**config.mk**
```make
export PLATFORM = sky130hd
export DESIGN_NAME = fkg_front
export DESIGN_NICKNAME = d
export VERILOG_FILES = /design/src/design/fkg_pkg.sv /design/src/design/fkg_front.sv
export SDC_FILE = /design/constraint.sdc
export NUM_CORES = 1
export LEC_CHECK = 0
export BUFFER_PORTS_ARGS = -buffer_cell sky130_fd_sc_hd__clkbuf_2
export CELL_PAD_IN_SITES_DETAIL_PLACEMENT = 1
export CELL_PAD_IN_SITES_GLOBAL_PLACEMENT = 1
export CORE_MARGIN = 1
export CORE_UTILIZATION = 24
export CTS_BUF_LIST = sky130_fd_sc_hd__clkbuf_16
export DETAILED_ROUTE_END_ITERATION = 16
export GPL_TIMING_DRIVEN = 0
export PLACE_DENSITY_LB_ADDON = 0.05
export SLEW_MARGIN = 10
export SYNTH_ARGS = -nofsm -noshare
export SYNTH_HDL_FRONTEND = slang
export SYNTH_SLANG_ARGS = --single-unit
```
**constraint.sdc**
```tcl
create_clock -name clk -period 3.4 [get_ports clk]
set_input_delay 0.34 -clock clk [delete_from_list [all_inputs] [get_ports clk]]
set_output_delay 0.34 -clock clk [all_outputs]
set_load 0.02 [all_outputs]
```
**src/design/fkg_pkg.sv**
```systemverilog
// Shared types and constants for the fractional knapsack core.
// No dependencies.
package fkg_pkg;

    localparam int unsigned CAP_W   = 22;
    localparam int unsigned NUM_W   = 48;
    localparam int unsigned TOTAL_W = 38;

    typedef struct packed {
        logic [15:0] item_value;
        logic [15:0] item_weight;
        logic        last_item;
    } item_t;

    typedef struct packed {
        logic [6:0]  item_id;
        logic [16:0] fraction_q16;
        logic [31:0] gained_q16;
        logic [21:0] remaining_capacity;
        logic [37:0] total_q16;
        logic        taken;
        logic        status;
        logic        last_result;
    } result_t;

    typedef struct packed {
        logic [15:0] value;
        logic [15:0] weight;
        logic        last;
        logic        keep;
        logic        zero;
    } entry_t;

    typedef struct packed {
        logic   valid;
        entry_t entry;
    } queue_head_t;

    typedef enum logic [3:0] {
        ST_IDLE,
        ST_STORE,
        ST_WAIT_O,
        ST_WAIT_VW,
        ST_CMP,
        ST_PLACE,
        ST_FSTART,
        ST_FCHK,
        ST_FWAIT_O,
        ST_FWAIT_VW,
        ST_FEVAL,
        ST_DFRAC,
        ST_DGAIN,
        ST_DONE
    } back_state_t;

endpackage

```
**src/design/fkg_front.sv**
```systemverilog
// Front end: accepts items and classifies them (kept, dropped, zero weight).
// Depends on fkg_pkg.
module fkg_front #(
    parameter int MAX_ITEMS = 64
) (
    input  logic           clk,
    input  logic           rst_n,
    input  logic           start,
    input  logic           full,
    input  fkg_pkg::item_t item,
    output logic           push,
    output fkg_pkg::entry_t push_entry
);
    localparam int CW = $clog2(MAX_ITEMS + 1);

    logic [CW-1:0] set_cnt_reg;
    logic [CW-1:0] set_cnt_next;
    logic          keep;

    assign push = start && !full;
    assign keep = (set_cnt_reg < CW'(MAX_ITEMS));

    always_comb
    begin
        push_entry.value  = item.item_value;
        push_entry.weight = item.item_weight;
        push_entry.last   = item.last_item;
        push_entry.keep   = keep;
        push_entry.zero   = keep && (item.item_weight == 16'd0);
        set_cnt_next = set_cnt_reg;
        if (push)
        begin
            if (item.last_item)
                set_cnt_next = '0;
            else if (keep)
                set_cnt_next = set_cnt_reg + CW'(1);
        end
    end

    always_ff @(posedge clk or negedge rst_n)
    begin
        if (!rst_n)
            set_cnt_reg <= '0;
        else
            set_cnt_reg <= set_cnt_next;
    end
endmodule

```
# == After elaboration in Yosys (flattened, before gate mapping) ==
# Cells that the tools add are included.
# word_totals
elab_cells,11
regBits,7
output_inout_bits,36
# classes
reduce_logical,6
mux,2
addsub,1
order_cmp,1
# ops
operator,n
$logic_not A16 Y1,1
$mux W7,2
$add A7 B1 Y7 const B,1
$lt A7 B7 Y1 const B,1
$logic_and A1 B1 Y1,2
$reduce_and A2 Y1,1
$reduce_bool A2 Y1,1
$logic_not A1 Y1,1

# == Longest topological paths before layout ==
# logic_depth
ltp_word,3
depth_mapped,4

# == Least setup slack after synthesis ==
# OpenSTA, ideal clock, no wires.
# synth_timing
kind,register to output
start,reg set_cnt_reg[6]
end,out push_entry[0] (netlist name)
n_path_buf,0
required_ps,3060
setup_slack_ps,1667
t_arrival_ps,1393
path_stages_with_launch,4
path_cell_list,dfrtp_1 > nor4_1 > nand4_1 > nor4_1
# synth_lines
item,line_no,rtl
"start, declared",fkg_front.sv:16,logic [CW-1:0] set_cnt_reg;
"start signal, assigned",fkg_front.sv:45,set_cnt_reg <= set_cnt_next;
"end, declared",fkg_front.sv:12,output fkg_pkg::entry_t push_entry

==> metrics.md <==
| Metric | Value |
|---|---|
| Die X | 56.0 um |
| Critical Path Sink Type | output pin |
| Initial DRC Count | 5 |
| Max reg flops | 7 |
| Pwr dens | 373 nW/um^2 |
| FMAX | 0.547 GHz |
| CTS tree | yes |
| Worst EP required | 3.06 ns |
| Final ANT Viol Nets | 0 |
| Peak supply drop | 0.279 mV |
| Setup crit start kind | flip-flop |
| Ant diodes | 0 |
| GRT Total Usage | 13.2% |
| Yosys warnings | 0 |
| Clock latency on the worst-skew pair | 0.23 ns |
| Post-route minimum period | about 1.8 ns |
| CTS HTree Levels | 1 |
| Commonest non-fill, non-tap cell in the layout | clkbuf_2 |
| Max cap viols | 0 |
| First-pass GRT wire length | 3.19 mm |
| Initial antenna violation count | 0 |
| Num CTS Buffers | 3 |
| Vias in the first global route | 765 |
| Share of cells above drive strength 1 | 69.2% |
| Largest cells by area after synthesis | buf_4 (38%), dfrtp_1 (25%), nor4_1 (4.5%) |
| Vias per cell | 4.42 |
| Critical Path Fanout Max | 5 |
| HP Class | in2reg |
| Die Ht | ~56 um |
| Post-cts sizing count | 0 |
| Final clock skew | 0.00148 ns |
| RSZ-0062 raised after global routing | false |
| Vias | around 770 |
| Fin Setup TNS | 0 ns |
| Fin. Hold Viols | 0 |
| Fin crit share | 53.8% |
| Remaining Overflow, GRT | 0 |
| P_leak | 0.631 nW |
| Leading area contributor after synthesis | buf_4 |
| Util after Layout | 40.2% |
| Routability congestion estimate | 0.712 |
| FF+latch count, synth | 7 |
| Syn avg cell area | 8.53 sq um |
| Most frequent cells in the layout | clkbuf_2 (56), buf_4 (35), dfrtp_1 (7), inv_1 (5), nor4_1 (5) |
| # port buffers | 56 |
| Hold Buf Count CTS | 1 |
| Post-synthesis cell type count | 22 |
| Clock Pin Slew Worst Setup and Hold Paths | roughly 0.040 ns |
| TritonRoute pass-1 iters | 2 |
| Setup-failing EPs final | 0 |
| Number of I/O pins | 73 |
| Drt wl/cell | 11.3 um |
| Slew @ Worst Pin | about 0.31 ns |
| Slew headroom | 79.2% |
| Netlist Area Pre-Place | around 700 sq um |
| Pin count of the biggest net entering global routing | 11 |
| Std-Cell Rows | 19 |
| Fin nets | about 180 |
| Core Area | roughly 2800 sq um |
| Max-slew violations | 0 |
| Die area | 3130 sq um |
| CTS Sinks | 7 |
| Number of flops mapped to enable cells by yosys | 0 |
| Net Count, Synth | 120 |
| Cells after Synth | 82 |
| CTS root buf | clkbuf_16 |
| Setup Crit Path Kind | reg2out |
| CTS Buffer Depth | 2 |
| Area grow syn2layout | 58.3% |
| Sequential fraction of the synthesis area | 25.0% |
| Initial core utilization | 25.4% |
| Outcome | complete, no violations |
| Top-area cell type share of the netlist area | a little under two fifths |
| Post-synth ARST share | 100% |
| Post-CTS setup repair buffer count | 0 |
| Main synth FF type | dfrtp_1 |
| Critical Path AT | roughly 1.5 ns |
| Detailed placement HPWL | between 1.5 and 2 mm |
| Drt drc | 0 |
| WL final | 1.97 mm |
synthesized netlist by cell type (2+ instances only):
cell	n
a21oi_1	4
buf_4	35
dfrtp_1	7
inv_1	4
nand2_1	3
nand3_1	2
nor2_1	2
nor4_1	5
o21ai_0	2
o31ai_1	3
or4_1	4
worst max-delay path, stage by stage, from the launching register on:
cell	delay, ns
dfrtp_1	0.41
nor4_1	0.31
nand4_1	0.12
nor4_1	0.19
clkbuf_2	0.22
final timing paths:
path	start	end	slack [ns]	cells after the start
hold reg to reg	set_cnt_reg[6]$_DFFE_PN0P_	set_cnt_reg[1]$_DFFE_PN0P_	0.55	1
max in group asynchronous	rst_n	set_cnt_reg[2]$_DFFE_PN0P_	2.74	2
hold / removal	item[0]	set_cnt_reg[1]$_DFFE_PN0P_	0.40	2
min in group asynchronous	rst_n	set_cnt_reg[5]$_DFFE_PN0P_	0.49	2
setup reg to reg	set_cnt_reg[6]$_DFFE_PN0P_	set_cnt_reg[5]$_DFFE_PN0P_	1.92	4
setup / recovery	set_cnt_reg[6]$_DFFE_PN0P_	push_entry[0]	1.57	4
metal layers:
metal,vias to the layer above,GRT usage (%),share of wire [%],wire [um]
met4,0,7.32,1.4,27
met2,47,24.8,53,1050
met5,-,0,0,0
li1,369,-,-,-
met3,2,3.26,8.8,173
met1,351,13.0,37,727
through the flow:
step	std cells	hold WS, ns	instance area, sq um	worst slack [ns]	total power [mW]
final	174	0.399	1110	1.57	0.413
after global routing	174	0.413	1110	1.43	0.434
after CTS	174	0.391	1110	1.53	0.419
after detailed placement	169	0.194	1020	1.71	0.213
after global placement	169	0.190	1020	1.77	0.211
after floorplan	82	0.0444	699	1.67	0.171
where the power goes:
part           internal [mW]  switching [mW]
clock network          0.153          0.0475
registers             0.0908         0.00625
logic                 0.0559          0.0591
final cells by class:
class                   count  area, sq um
clock buffers               3         75.1
multi-input cells          34          230
flip-flops and latches      7          175
fillers                   344         1650
repair buffers             57          290
plain buffers              37          279
clock inverters             1         3.75
inverters                   4         15.0
well taps                  31         38.8
logic make-up after synthesis:
logic type	Yosys count	synth area share (%)
buffers and inverters	41	42.0
DFF	7	25.0
and+or+nand+nor	22	20.8
AOI/OAI and AO/OA	10	8.77
muxes	1	1.61
adders and majority gates	1	1.79
No activity file was read; power rests on OpenSTA's default activity.
