$ cat config.mk
export PLATFORM = sky130hd
export DESIGN_NAME = fkg_queue
export DESIGN_NICKNAME = d
export VERILOG_FILES = /design/src/design/fkg_pkg.sv /design/src/design/fkg_queue.sv
export SDC_FILE = /design/constraint.sdc
export NUM_CORES = 1
export LEC_CHECK = 0
export ABC_CLOCK_PERIOD_IN_PS = 2800
export BUFFER_PORTS_ARGS = -buffer_cell sky130_fd_sc_hd__buf_2
export CAP_MARGIN = 0
export CORE_MARGIN = 2
export CORE_UTILIZATION = 52
export DETAILED_ROUTE_END_ITERATION = 7
export PLACE_DENSITY = 0.75
export SYNTH_ARGS = -nofsm -noshare
export SYNTH_HDL_FRONTEND = slang
export SYNTH_SLANG_ARGS = --single-unit
$ cat constraint.sdc
create_clock -name clk -period 2.8 [get_ports clk]
set_input_delay 0.56 -clock clk [delete_from_list [all_inputs] [get_ports clk]]
set_output_delay 0.56 -clock clk [all_outputs]
set_load 0.1 [all_outputs]
$ cat src/design/fkg_pkg.sv
// Shared types and constants for the fractional knapsack core.
// No dependencies.
package fkg_pkg;

    localparam int unsigned CAP_W   = 22;
    localparam int unsigned NUM_W   = 48;
    localparam int unsigned TOTAL_W = 38;

    typedef struct packed {
        logic [15:0] item_value;
        logic [15:0] item_weight;
        logic        last_item;
    } item_t;

    typedef struct packed {
        logic [6:0]  item_id;
        logic [16:0] fraction_q16;
        logic [31:0] gained_q16;
        logic [21:0] remaining_capacity;
        logic [37:0] total_q16;
        logic        taken;
        logic        status;
        logic        last_result;
    } result_t;

    typedef struct packed {
        logic [15:0] value;
        logic [15:0] weight;
        logic        last;
        logic        keep;
        logic        zero;
    } entry_t;

    typedef struct packed {
        logic   valid;
        entry_t entry;
    } queue_head_t;

    typedef enum logic [3:0] {
        ST_IDLE,
        ST_STORE,
        ST_WAIT_O,
        ST_WAIT_VW,
        ST_CMP,
        ST_PLACE,
        ST_FSTART,
        ST_FCHK,
        ST_FWAIT_O,
        ST_FWAIT_VW,
        ST_FEVAL,
        ST_DFRAC,
        ST_DGAIN,
        ST_DONE
    } back_state_t;

endpackage

$ cat src/design/fkg_queue.sv
// Two-entry item queue between front and back end.
// Depends on fkg_pkg.
module fkg_queue (
    input  logic                  clk,
    input  logic                  rst_n,
    input  logic                  push,
    input  fkg_pkg::entry_t       push_entry,
    input  logic                  pop,
    output logic                  full,
    output fkg_pkg::queue_head_t  head
);
    fkg_pkg::entry_t slots_reg [2];
    logic       wr_ptr_reg;
    logic       rd_ptr_reg;
    logic [1:0] fill_reg;
    logic [1:0] fill_next;

    assign full       = (fill_reg == 2'd2);
    assign head.valid = (fill_reg != 2'd0);
    assign head.entry = slots_reg[rd_ptr_reg];

    always_comb
    begin
        fill_next = fill_reg;
        if (push && !pop)
            fill_next = fill_reg + 2'd1;
        else if (pop && !push)
            fill_next = fill_reg - 2'd1;
    end

    always_ff @(posedge clk or negedge rst_n)
    begin
        if (!rst_n)
        begin
            wr_ptr_reg <= 1'b0;
            rd_ptr_reg <= 1'b0;
            fill_reg   <= 2'd0;
        end
        else
        begin
            if (push)
                wr_ptr_reg <= !wr_ptr_reg;
            if (pop)
                rd_ptr_reg <= !rd_ptr_reg;
            fill_reg <= fill_next;
        end
    end

    always_ff @(posedge clk)
    begin
        if (push)
            slots_reg[wr_ptr_reg] <= push_entry;
    end
endmodule

== Word-level counts from Yosys, hierarchy flattened ==
Memory sizes are Yosys's and may differ from the RTL's.
Cells that the tools add are included.

* $add $sub $neg: 2
* Eq/ne operators: 1
* Muxes and demuxes: 4
* Reductions and logical operators: 8

{| class="wikitable"
|+ Operators with widths
! cell !! number
|-
| zero test 1 bit || 4
|-
| 2-to-1 mux 2 bit || 2
|-
| nonzero test 2 bit || 2
|-
| adder 2 x 1 -> 2 bit (second input constant) || 1
|-
| == test 2 bit (second input constant) || 1
|-
| logical AND 1 bit || 2
|-
| 2-to-1 mux 1 bit || 2
|-
| subtractor 2 x 1 -> 2 bit (second input constant) || 1
|}

* Register bits: 4
* Bits in writable memories: 70
* Input bits: 39
* Output and inout port bits: 37
* Memories kept: 1

{| class="wikitable"
|+ Memory list
! name !! words !! bits a word !! rd ports !! clocked after Yosys merged registers in !! write ports !! line !! source
|-
| slots_reg || 2 || 35 || 1 || 0 || 1 || fkg_queue.sv:12 || <nowiki>fkg_pkg::entry_t slots_reg [2];</nowiki>
|}

== Longest topological paths before layout ==
Gate-level depths: netlist of the first run.

* Depth in word-level cells: 4
* Depth in mapped cells: 5
* Mapped depth without buffers: 5

== Worst setup path before layout of the first run ==
Ideal clock, no wire load.

* Path kind: input-to-reg
* Start: in push
* End: mem slots_reg[0][0] (netlist bit), enable pin
* Setup time: 0.431 ns
* Data arrival time: 2.136 ns
* Data required time: 2.369 ns
* Setup slack: 0.233 ns
* Stages on the path: 1
* Path buffers: 0
* Cells stage by stage: nor2b_1

* Cells in the longest elaborated chain, start to end: 2

{| class="wikitable"
|+ Ends and longest elaborated chain
! item !! line !! source
|-
| start, declared || fkg_queue.sv:6 || <nowiki>input logic push,</nowiki>
|-
| 2-to-1 mux 1 bit || fkg_queue.sv:51 || <nowiki>if (push)</nowiki>
|-
| 2-to-1 mux 1 bit (not written as such) || fkg_queue.sv:52 || <nowiki>slots_reg[wr_ptr_reg] <= push_entry;</nowiki>
|-
| end, declared || fkg_queue.sv:12 ||
|}

No other way between the ends.

==> flow_summary.ini, run 1 <==
[critical_path]
cpMaxStageDelayCell = dfrtp_2
crit_type = reg -> out
worstPathArrival_ns = 1.91
crit_required_ns = 2.24
cp_cell_sequence = buf_12 -> mux2_2 -> buf_2
crit_path_max_incr_delay_ns = 0.66
critPathMaxFanout = 23
cp-end-kind = primary output
cp-start-kind = flip-flop

[detailed_routing]
drt.antenna.violating_nets = 0
drc = 0
wl_per_cell_um = 15.6
drt-total-wl_mm = 4.46
via_per_inst = 4.83
dr.pass1.iters = 4
via_count = 1382
first_iter_violations = 57

[synthesis]
synthesis.nets = 165
seq_area_frac_synth = 0.769
synthTopCellsByArea = edfxtp_1 (73%), mux2_4 (15%), dfrtp_1 (3.5%)
ys.warnings.count = 0
async_flop_share = 0.0541
avgSynthCellArea_um2 = 22.9
ys_dominant_reg_cell = edfxtp_1
ys_ff_latch = 74
ys_types = 14
synth_edf_count = 70
synthCells = 125
synth_top_area_frac = 0.734
synth_area_um2 = 2870
yosys-top-cells-count = edfxtp_1 (70), mux2_4 (29), mux2_2 (6)
synth.most_common_cell = edfxtp_1
yosysTopAreaCell = edfxtp_1

[timing]
maxClockFrequency_mhz = 405
tightest_slew_ns = 0.841
fin_skew_ns = 0.00501
setup-violations-final = 0
finalCriticalPeriod_ns = 2.47
grt_setup_unrepaired = no
max-slew-margin-rel = 0.439
hold_viol_final = 0
finalCritPeriodShare = 0.882
tns_ns = 0
slew_violations = 0

[layout]
syn2layout_area_growth_pct = 22.4
fin_area_um2 = 3510
diodes = 0
drive_gt1_frac = 0.607
n_fill_cell = 402
largest_reg_flops = 70
nets = 249

[clock_network]
insertion_delay_ns = 0.34
clock-root-buffer = clkbuf_8
path_clk_slew_ns = 0.07
ctsResizeCount = 0
cts_buffers = 9
cts_setup_buffers = 0
htreeDepth = 3
cts_tree = yes
ctsHoldBuffers = 0
cts.path.max_buffers = 2
cts_sinks = 74

[grt]
grt_pass1_vias = 1465
grt_usage = 0.154
grt_max_degree = 36
grt_antenna_before_repair = 0
grt_first_pass_wirelength_mm = 6.77
overflow = 0

[die]
die_h_um = 78.2
die_area_um2 = 6120
initial_core_util = 0.530
pin_count = 76
fp.dieW_um = 78.2
fp-row-count = 27
coreArea_um2 = 5410

[job]
cap_violations = 0

[placement]
globalplace.congestion = 0.619
place_hpwl_mm = 3.07
dpl_cell_area_um2 = 3300
numPortBuffers = 75

[worst_hold_path]
hold_path.class = in -> async

[status]
outcome = finished, final reports clean
[worst paths after layout]
path,startpoint,endpoint,slack [ns],cells after the start
min in group clk,push_entry[8],slots_reg[1][8]$_DFFE_PP_,0.40,1
hold reg to reg,fill_reg[1]$_DFFE_PN0P_,fill_reg[1]$_DFFE_PN0P_,0.49,1
max in group asynchronous,rst_n,rd_ptr_reg$_DFFE_PN0P_,2.64,1
hold / removal,rst_n,fill_reg[1]$_DFFE_PN0P_,0.02,1
setup / recovery,rd_ptr_reg$_DFFE_PN0P_,head[31],0.33,3
setup reg to reg,wr_ptr_reg$_DFFE_PN0P_,slots_reg[1][2]$_DFFE_PP_,1.26,1
[kinds of logic after synthesis]
logic type	count (synthesis)	synth area share
flip-flops	74	0.769
multiplexers	35	0.176
XOR/XNOR	5	0.0153
buffers and inverters	5	0.0262
AND/OR/NAND/NOR	5	0.0100
adder cells (fa/ha/maj)	1	0.00437
[worst max-delay path, delay by kind of cell (launching register included)]
family | cells | cell delay (ns)
flops | 1 | 0.66
buf+inv | 2 | 0.55
mux | 1 | 0.36
[per-layer routing]
| layer | routed length, µm | vias to the layer above | track usage |
|---|---|---|---|
| met5 | 0 | - | 0 |
| met4 | 108 | 0 | 0.0947 |
| met3 | 274 | 9 | 0.0460 |
| met2 | 2380 | 47 | 0.267 |
| met1 | 1700 | 677 | 0.164 |
| li1 | - | 649 | - |
[cell type report]
class	instances	area [µm²]	area share
Clock inverter	6	81.3	0.0232
Timing Repair Buffer	77	403	0.115
Clock buffer	10	128	0.0364
Inverter	1	3.75	0.00107
Sequential cell	74	2200	0.628
Multi-Input combinational cell	46	597	0.170
Tap cell	72	90.1	0.0257
[cells in the final DEF, fill, tap and decap left out, drive strengths merged]
cell,n
nor2b,2
clkinvlp,1
and2,1
or2,1
edfxtp,70
xnor2,1
nor2,1
inv,1
buf,77
dfrtp,4
bufinv,2
clkbuf,10
clkinv,3
ha,1
xor2,4
mux2,35
[per-stage QoR]
step                setup slack (ns)  utilization  hold slack (ns)  std cells
floorplan                      0.233            -            0.264        125
global placement               0.714        0.610            0.370        270
detailed placement             0.680        0.610            0.377        270
CTS                            0.305        0.649          0.00924        286
global route                   0.248        0.649           0.0127        286
finish                         0.330        0.649           0.0213        286
Power of run 1 is left out: the tool's default activity adds up to more than one toggle a clock period on the data nets, which glitch-free logic cannot reach.
==> run 2, diff against run 1 <==
--- a/config.mk
+++ b/config.mk
@@ -12,6 +12,7 @@
 export CORE_UTILIZATION = 52
 export DETAILED_ROUTE_END_ITERATION = 7
 export PLACE_DENSITY = 0.75
+export RECOVER_POWER = 100
 export SYNTH_ARGS = -nofsm -noshare
 export SYNTH_HDL_FRONTEND = slang
 export SYNTH_SLANG_ARGS = --single-unit
==> run 2 against run 1 <==
Against the previous run: the run now ends with max-capacitance violations, max-slew violations left; worst setup slack got worse by 0.076 ns; maximum frequency decreased by 3.0%; final cell count unchanged; flip-flop and latch count unchanged; sequential share of layout area grew 0.59 points; wire length decreased by 0.47%; critical path depth did not move; worst hold slack better by 0.034 ns; register-to-register slack lost 0.70 ns; critical path type unchanged.
==> flow_summary.ini, run 2 (synthesis results as in run 1) <==
[grt]
grt_antenna_before_repair = 0
overflow = 0
grt_usage = 0.154
grt_first_pass_wirelength_mm = 6.77
grt_max_degree = 36
grt_pass1_vias = 1465

[layout]
layout_common_cells = edfxtp_1 (70), clkbuf_2 (35), mux2_4 (29)
fin_cells = 286
utilization = 0.643
syn2layout_area_growth_pct = 21.2
layout_commonest_cell = edfxtp_1
nets = 249
largest_reg_flops = 70
diodes = 0
drive_gt1_frac = 0.519

[timing]
tightest_slew_ns = 1.65
tns_ns = 0
fin_skew_ns = 0.00443
finalCriticalPeriod_ns = 2.55
finalWorstSetupSlack_ns = 0.254
slew_violations = 36
hold_viol_final = 0
finalCritPeriodShare = 0.909
setup-violations-final = 0
max-slew-margin-rel = -0.0968
maxClockFrequency_mhz = 393
grt_setup_unrepaired = no

[die]
coreArea_um2 = 5410
fp.dieW_um = 78.2
die_h_um = 78.2
fp-row-count = 27
die_area_um2 = 6120
initial_core_util = 0.530
pin_count = 76

[placement]
globalplace.congestion = 0.619
place_hpwl_mm = 3.07
numPortBuffers = 75
dp_slack_ns = 0.680
dpl.cell_count = 270

[critical_path]
crit_type = reg -> out
cp_cell_sequence = buf_12 -> mux2_2 -> clkbuf_2
cp-start-kind = flip-flop
crit_required_ns = 2.24
worstPathArrival_ns = 1.99
critPathLaunch = rd_ptr_reg$_DFFE_PN0P_
r2r_setup_slack_ns = 0.56
critPathMaxFanout = 23
cpMaxStageDelayCell = dfrtp_2
timing.rr.start = wr_ptr_reg$_DFFE_PN0P_
reg2reg_to = slots_reg[0][6]$_DFFE_PP_
cp-end-kind = primary output
crit_path_max_incr_delay_ns = 0.65
r2r.worst_path.cells = 2

[clock_network]
cts_buffers = 9
path_clk_slew_ns = 0.07
ctsHoldBuffers = 0
cts_sinks = 74
insertion_delay_ns = 0.34
htreeDepth = 3
cts_tree = yes
clock-root-buffer = clkbuf_8
cts.path.max_buffers = 2
ctsResizeCount = 0
cts_setup_buffers = 0

[worst_hold_path]
hold_path.class = in -> async

[detailed_routing]
via_count = 1370
via_per_inst = 4.79
wl_per_cell_um = 15.5
first_iter_violations = 71
drt-total-wl_mm = 4.44
dr.pass1.iters = 4
drc = 0
drt.antenna.violating_nets = 0

[job]
cap_violations = 1

[status]
violations = max-capacitance violations, max-slew violations
outcome = complete, but fails checks
run 2: changes by cell type in the layout (fill, tap and decap cells not counted):
| cell | delta |
|---|---|
| buf_2 | -51 |
| clkbuf_2 | +35 |
| clkbuf_1 | +17 |
| and2_1 | +1 |
| and2_2 | -1 |
| buf_4 | -1 |
| nor2b_1 | +1 |
| nor2b_4 | -1 |
run 2: per-layer routing:
layer | global-route usage | vias up | part of all wire
met5 | 0 | - | 0
met4 | 0.0947 | 0 | 0.025
met1 | 0.164 | 665 | 0.38
met3 | 0.0460 | 9 | 0.062
met2 | 0.267 | 47 | 0.53
li1 | - | 649 | -
run 2: per-stage QoR:
stage	hold slack [ns]	instance area, µm²
after global routing	0.0577	3470
after global placement	0.370	3300
after detailed placement	0.377	3300
final	0.0554	3470
after floorplan	0.264	2870
after CTS	0.00924	3510
run 2: how the worst max path moves through the flow:
stage,end,cells past startpoint,slack [ns]
after CTS,head[31],3,0.30
after global placement,head[26],3,0.71
final,head[31],3,0.25
after detailed placement,head[31],3,0.68
after global routing,head[28],3,0.17
after floorplan,slots_reg[0][0]$_DFFE_PP_,1,0.23
run 2: area by class of cell:
type | count | area (µm²)
multi-input cells | 46 | 588
inverters | 1 | 3.75
well taps | 72 | 90.1
fillers | 410 | 1930
clock buffers | 10 | 128
flip-flops and latches | 74 | 2200
clock inverters | 6 | 81.3
repair buffers | 77 | 379
run 2: critical path, delay by kind of cell (launching register included):
family / cells / cell delay [ns]
mux: 1 / 0.36
buf+inv: 2 / 0.63
flops: 1 / 0.65
Power of run 2 is left out for the same reason.
==> run 3, diff against run 2 <==
--- a/config.mk
+++ b/config.mk
@@ -9,9 +9,10 @@
 export BUFFER_PORTS_ARGS = -buffer_cell sky130_fd_sc_hd__buf_2
 export CAP_MARGIN = 0
 export CORE_MARGIN = 2
-export CORE_UTILIZATION = 52
+export CORE_UTILIZATION = 54
+export CTS_BUF_LIST = sky130_fd_sc_hd__clkbuf_8
 export DETAILED_ROUTE_END_ITERATION = 7
-export PLACE_DENSITY = 0.75
+export PLACE_DENSITY = 0.78
 export RECOVER_POWER = 100
 export SYNTH_ARGS = -nofsm -noshare
 export SYNTH_HDL_FRONTEND = slang
==> run 3 against run 2 <==
Against the previous run: the run still ends with max-capacitance violations, max-slew violations left; via count is 2.0% higher; flip-flop and latch count stayed put; sequential share of layout area is 0.76 points higher; maximum frequency is 0.25% lower; cell area is 1.2% lower; register-to-register slack better by 0.04 ns; die area is 3.5% lower; highest routed layer unchanged.
==> flow_summary.ini, run 3 (synthesis results as in run 1) <==
[status]
outcome = complete, but fails checks
violations = max-capacitance violations, max-slew violations

[layout]
n_fill_cell = 376
layout_commonest_cell = edfxtp_1
layout_common_cells = edfxtp_1 (70), clkbuf_2 (35), mux2_4 (29)
drive_gt1_frac = 0.493
syn2layout_area_growth_pct = 19.8
diodes = 0
nets = 249
largest_reg_flops = 70

[timing]
maxClockFrequency_mhz = 392
finalCriticalPeriod_ns = 2.55
max-slew-margin-rel = -0.0738
fin_skew_ns = 0.00640
tightest_slew_ns = 1.61
finalCritPeriodShare = 0.911
slew_violations = 36
hold_ws_ns = 0.0680
tns_ns = 0
setup-violations-final = 0
grt_setup_unrepaired = no
finalWorstSetupSlack_ns = 0.248
hold_viol_final = 0

[die]
initial_core_util = 0.561
pin_count = 76
die_area_um2 = 5900
die_h_um = 76.8
coreArea_um2 = 5110
fp-row-count = 26
fp.dieW_um = 76.8

[grt]
globalRouteMet2Util = 0.268
overflow = 0
grt_first_pass_wirelength_mm = 7.16
grt_pass1_vias = 1473
grt_antenna_before_repair = 0
grt_use_met1 = 0.197
use_met3 = 0.0588
grt_usage = 0.162
grt_max_degree = 36
top_usage_layer = met2

[detailed_routing]
first_iter_violations = 61
drt.antenna.violating_nets = 0
via_per_inst = 4.94
dr.pass1.iters = 4
drt-total-wl_mm = 4.45
wl_per_cell_um = 15.7
drc = 0
via_count = 1397

[clock_network]
cts_setup_buffers = 0
cts_buffers = 9
ctsResizeCount = 0
htreeDepth = 3
ctsHoldBuffers = 0
cts_tree = yes
insertion_delay_ns = 0.33
path_clk_slew_ns = 0.07
clock-root-buffer = clkbuf_8
cts.path.max_buffers = 2
cts_sinks = 74

[critical_path]
worst-path-stages = 3
worstPathArrival_ns = 1.99
cp-end-kind = primary output
cp-start-kind = flip-flop
crit_path_max_incr_delay_ns = 0.70
crit_family = flip-flops
timing.rr.start = wr_ptr_reg$_DFFE_PN0P_
crit_type = reg -> out
path_buf_inv = 2
cpMaxStageDelayCell = dfrtp_2
critPathMaxFanout = 19
r2r.worst_path.cells = 2
cp_cell_sequence = buf_12 -> mux2_4 -> clkbuf_2
crit_required_ns = 2.24
critPathLaunch = rd_ptr_reg$_DFFE_PN0P_

[worst_hold_path]
hold_path.class = in -> async

[placement]
dp_slack_ns = 0.672
numPortBuffers = 75
globalplace.congestion = 0.634
place_hpwl_mm = 3.05

[job]
cap_violations = 1
run 3: cell types whose count changed in the layout (fill, tap and decap cells not counted):
cell / previous run / this run
clkbuf_1: 18 / 21
inv_1: 1 / 3
bufinv_16: 2 / 1
clkinvlp_4: 1 / 0
buf_2: 24 / 20
run 3: worst register-to-register path: stages (launching register included):
cell	delay, ns
dfrtp_1	0.40
nor2b_1	0.72
clkbuf_2	0.71
run 3: cell type report:
class                           instances  area (µm²)  area share
Clock buffer                            9         124      0.0361
Inverter                                1        3.75     0.00109
Clock inverter                          6        51.3      0.0149
Tap cell                               70        87.6      0.0255
Sequential cell                        74        2200       0.642
Multi-Input combinational cell         46         588       0.171
Timing Repair Buffer                   77         374       0.109
run 3: final timing paths:
kind	endpoint	slack, ns
worst max-delay path	head[13]	0.25
worst min-delay path	fill_reg[1]$_DFFE_PN0P_	0.07
max in group asynchronous	rd_ptr_reg$_DFFE_PN0P_	2.50
worst max register to register	slots_reg[0][21]$_DFFE_PP_	0.60
worst min register to register	wr_ptr_reg$_DFFE_PN0P_	0.49
min in group clk	slots_reg[0][16]$_DFFE_PP_	0.41
run 3: stage by stage:
| step | std cells | utilization | instance area [µm²] |
|---|---|---|---|
| after CTS | 283 | 0.679 | 3470 |
| final | 283 | 0.672 | 3430 |
| after global placement | 268 | 0.645 | 3290 |
| after floorplan | 125 | - | 2870 |
| after detailed placement | 268 | 0.645 | 3290 |
| after global routing | 283 | 0.672 | 3430 |
run 3: routing by layer:
metal,part of all wire,vias up
met5,0,-
li1,-,653
met1,0.41,685
met3,0.060,5
met2,0.52,54
met4,0.0083,0
Power of run 3 is left out for the same reason.
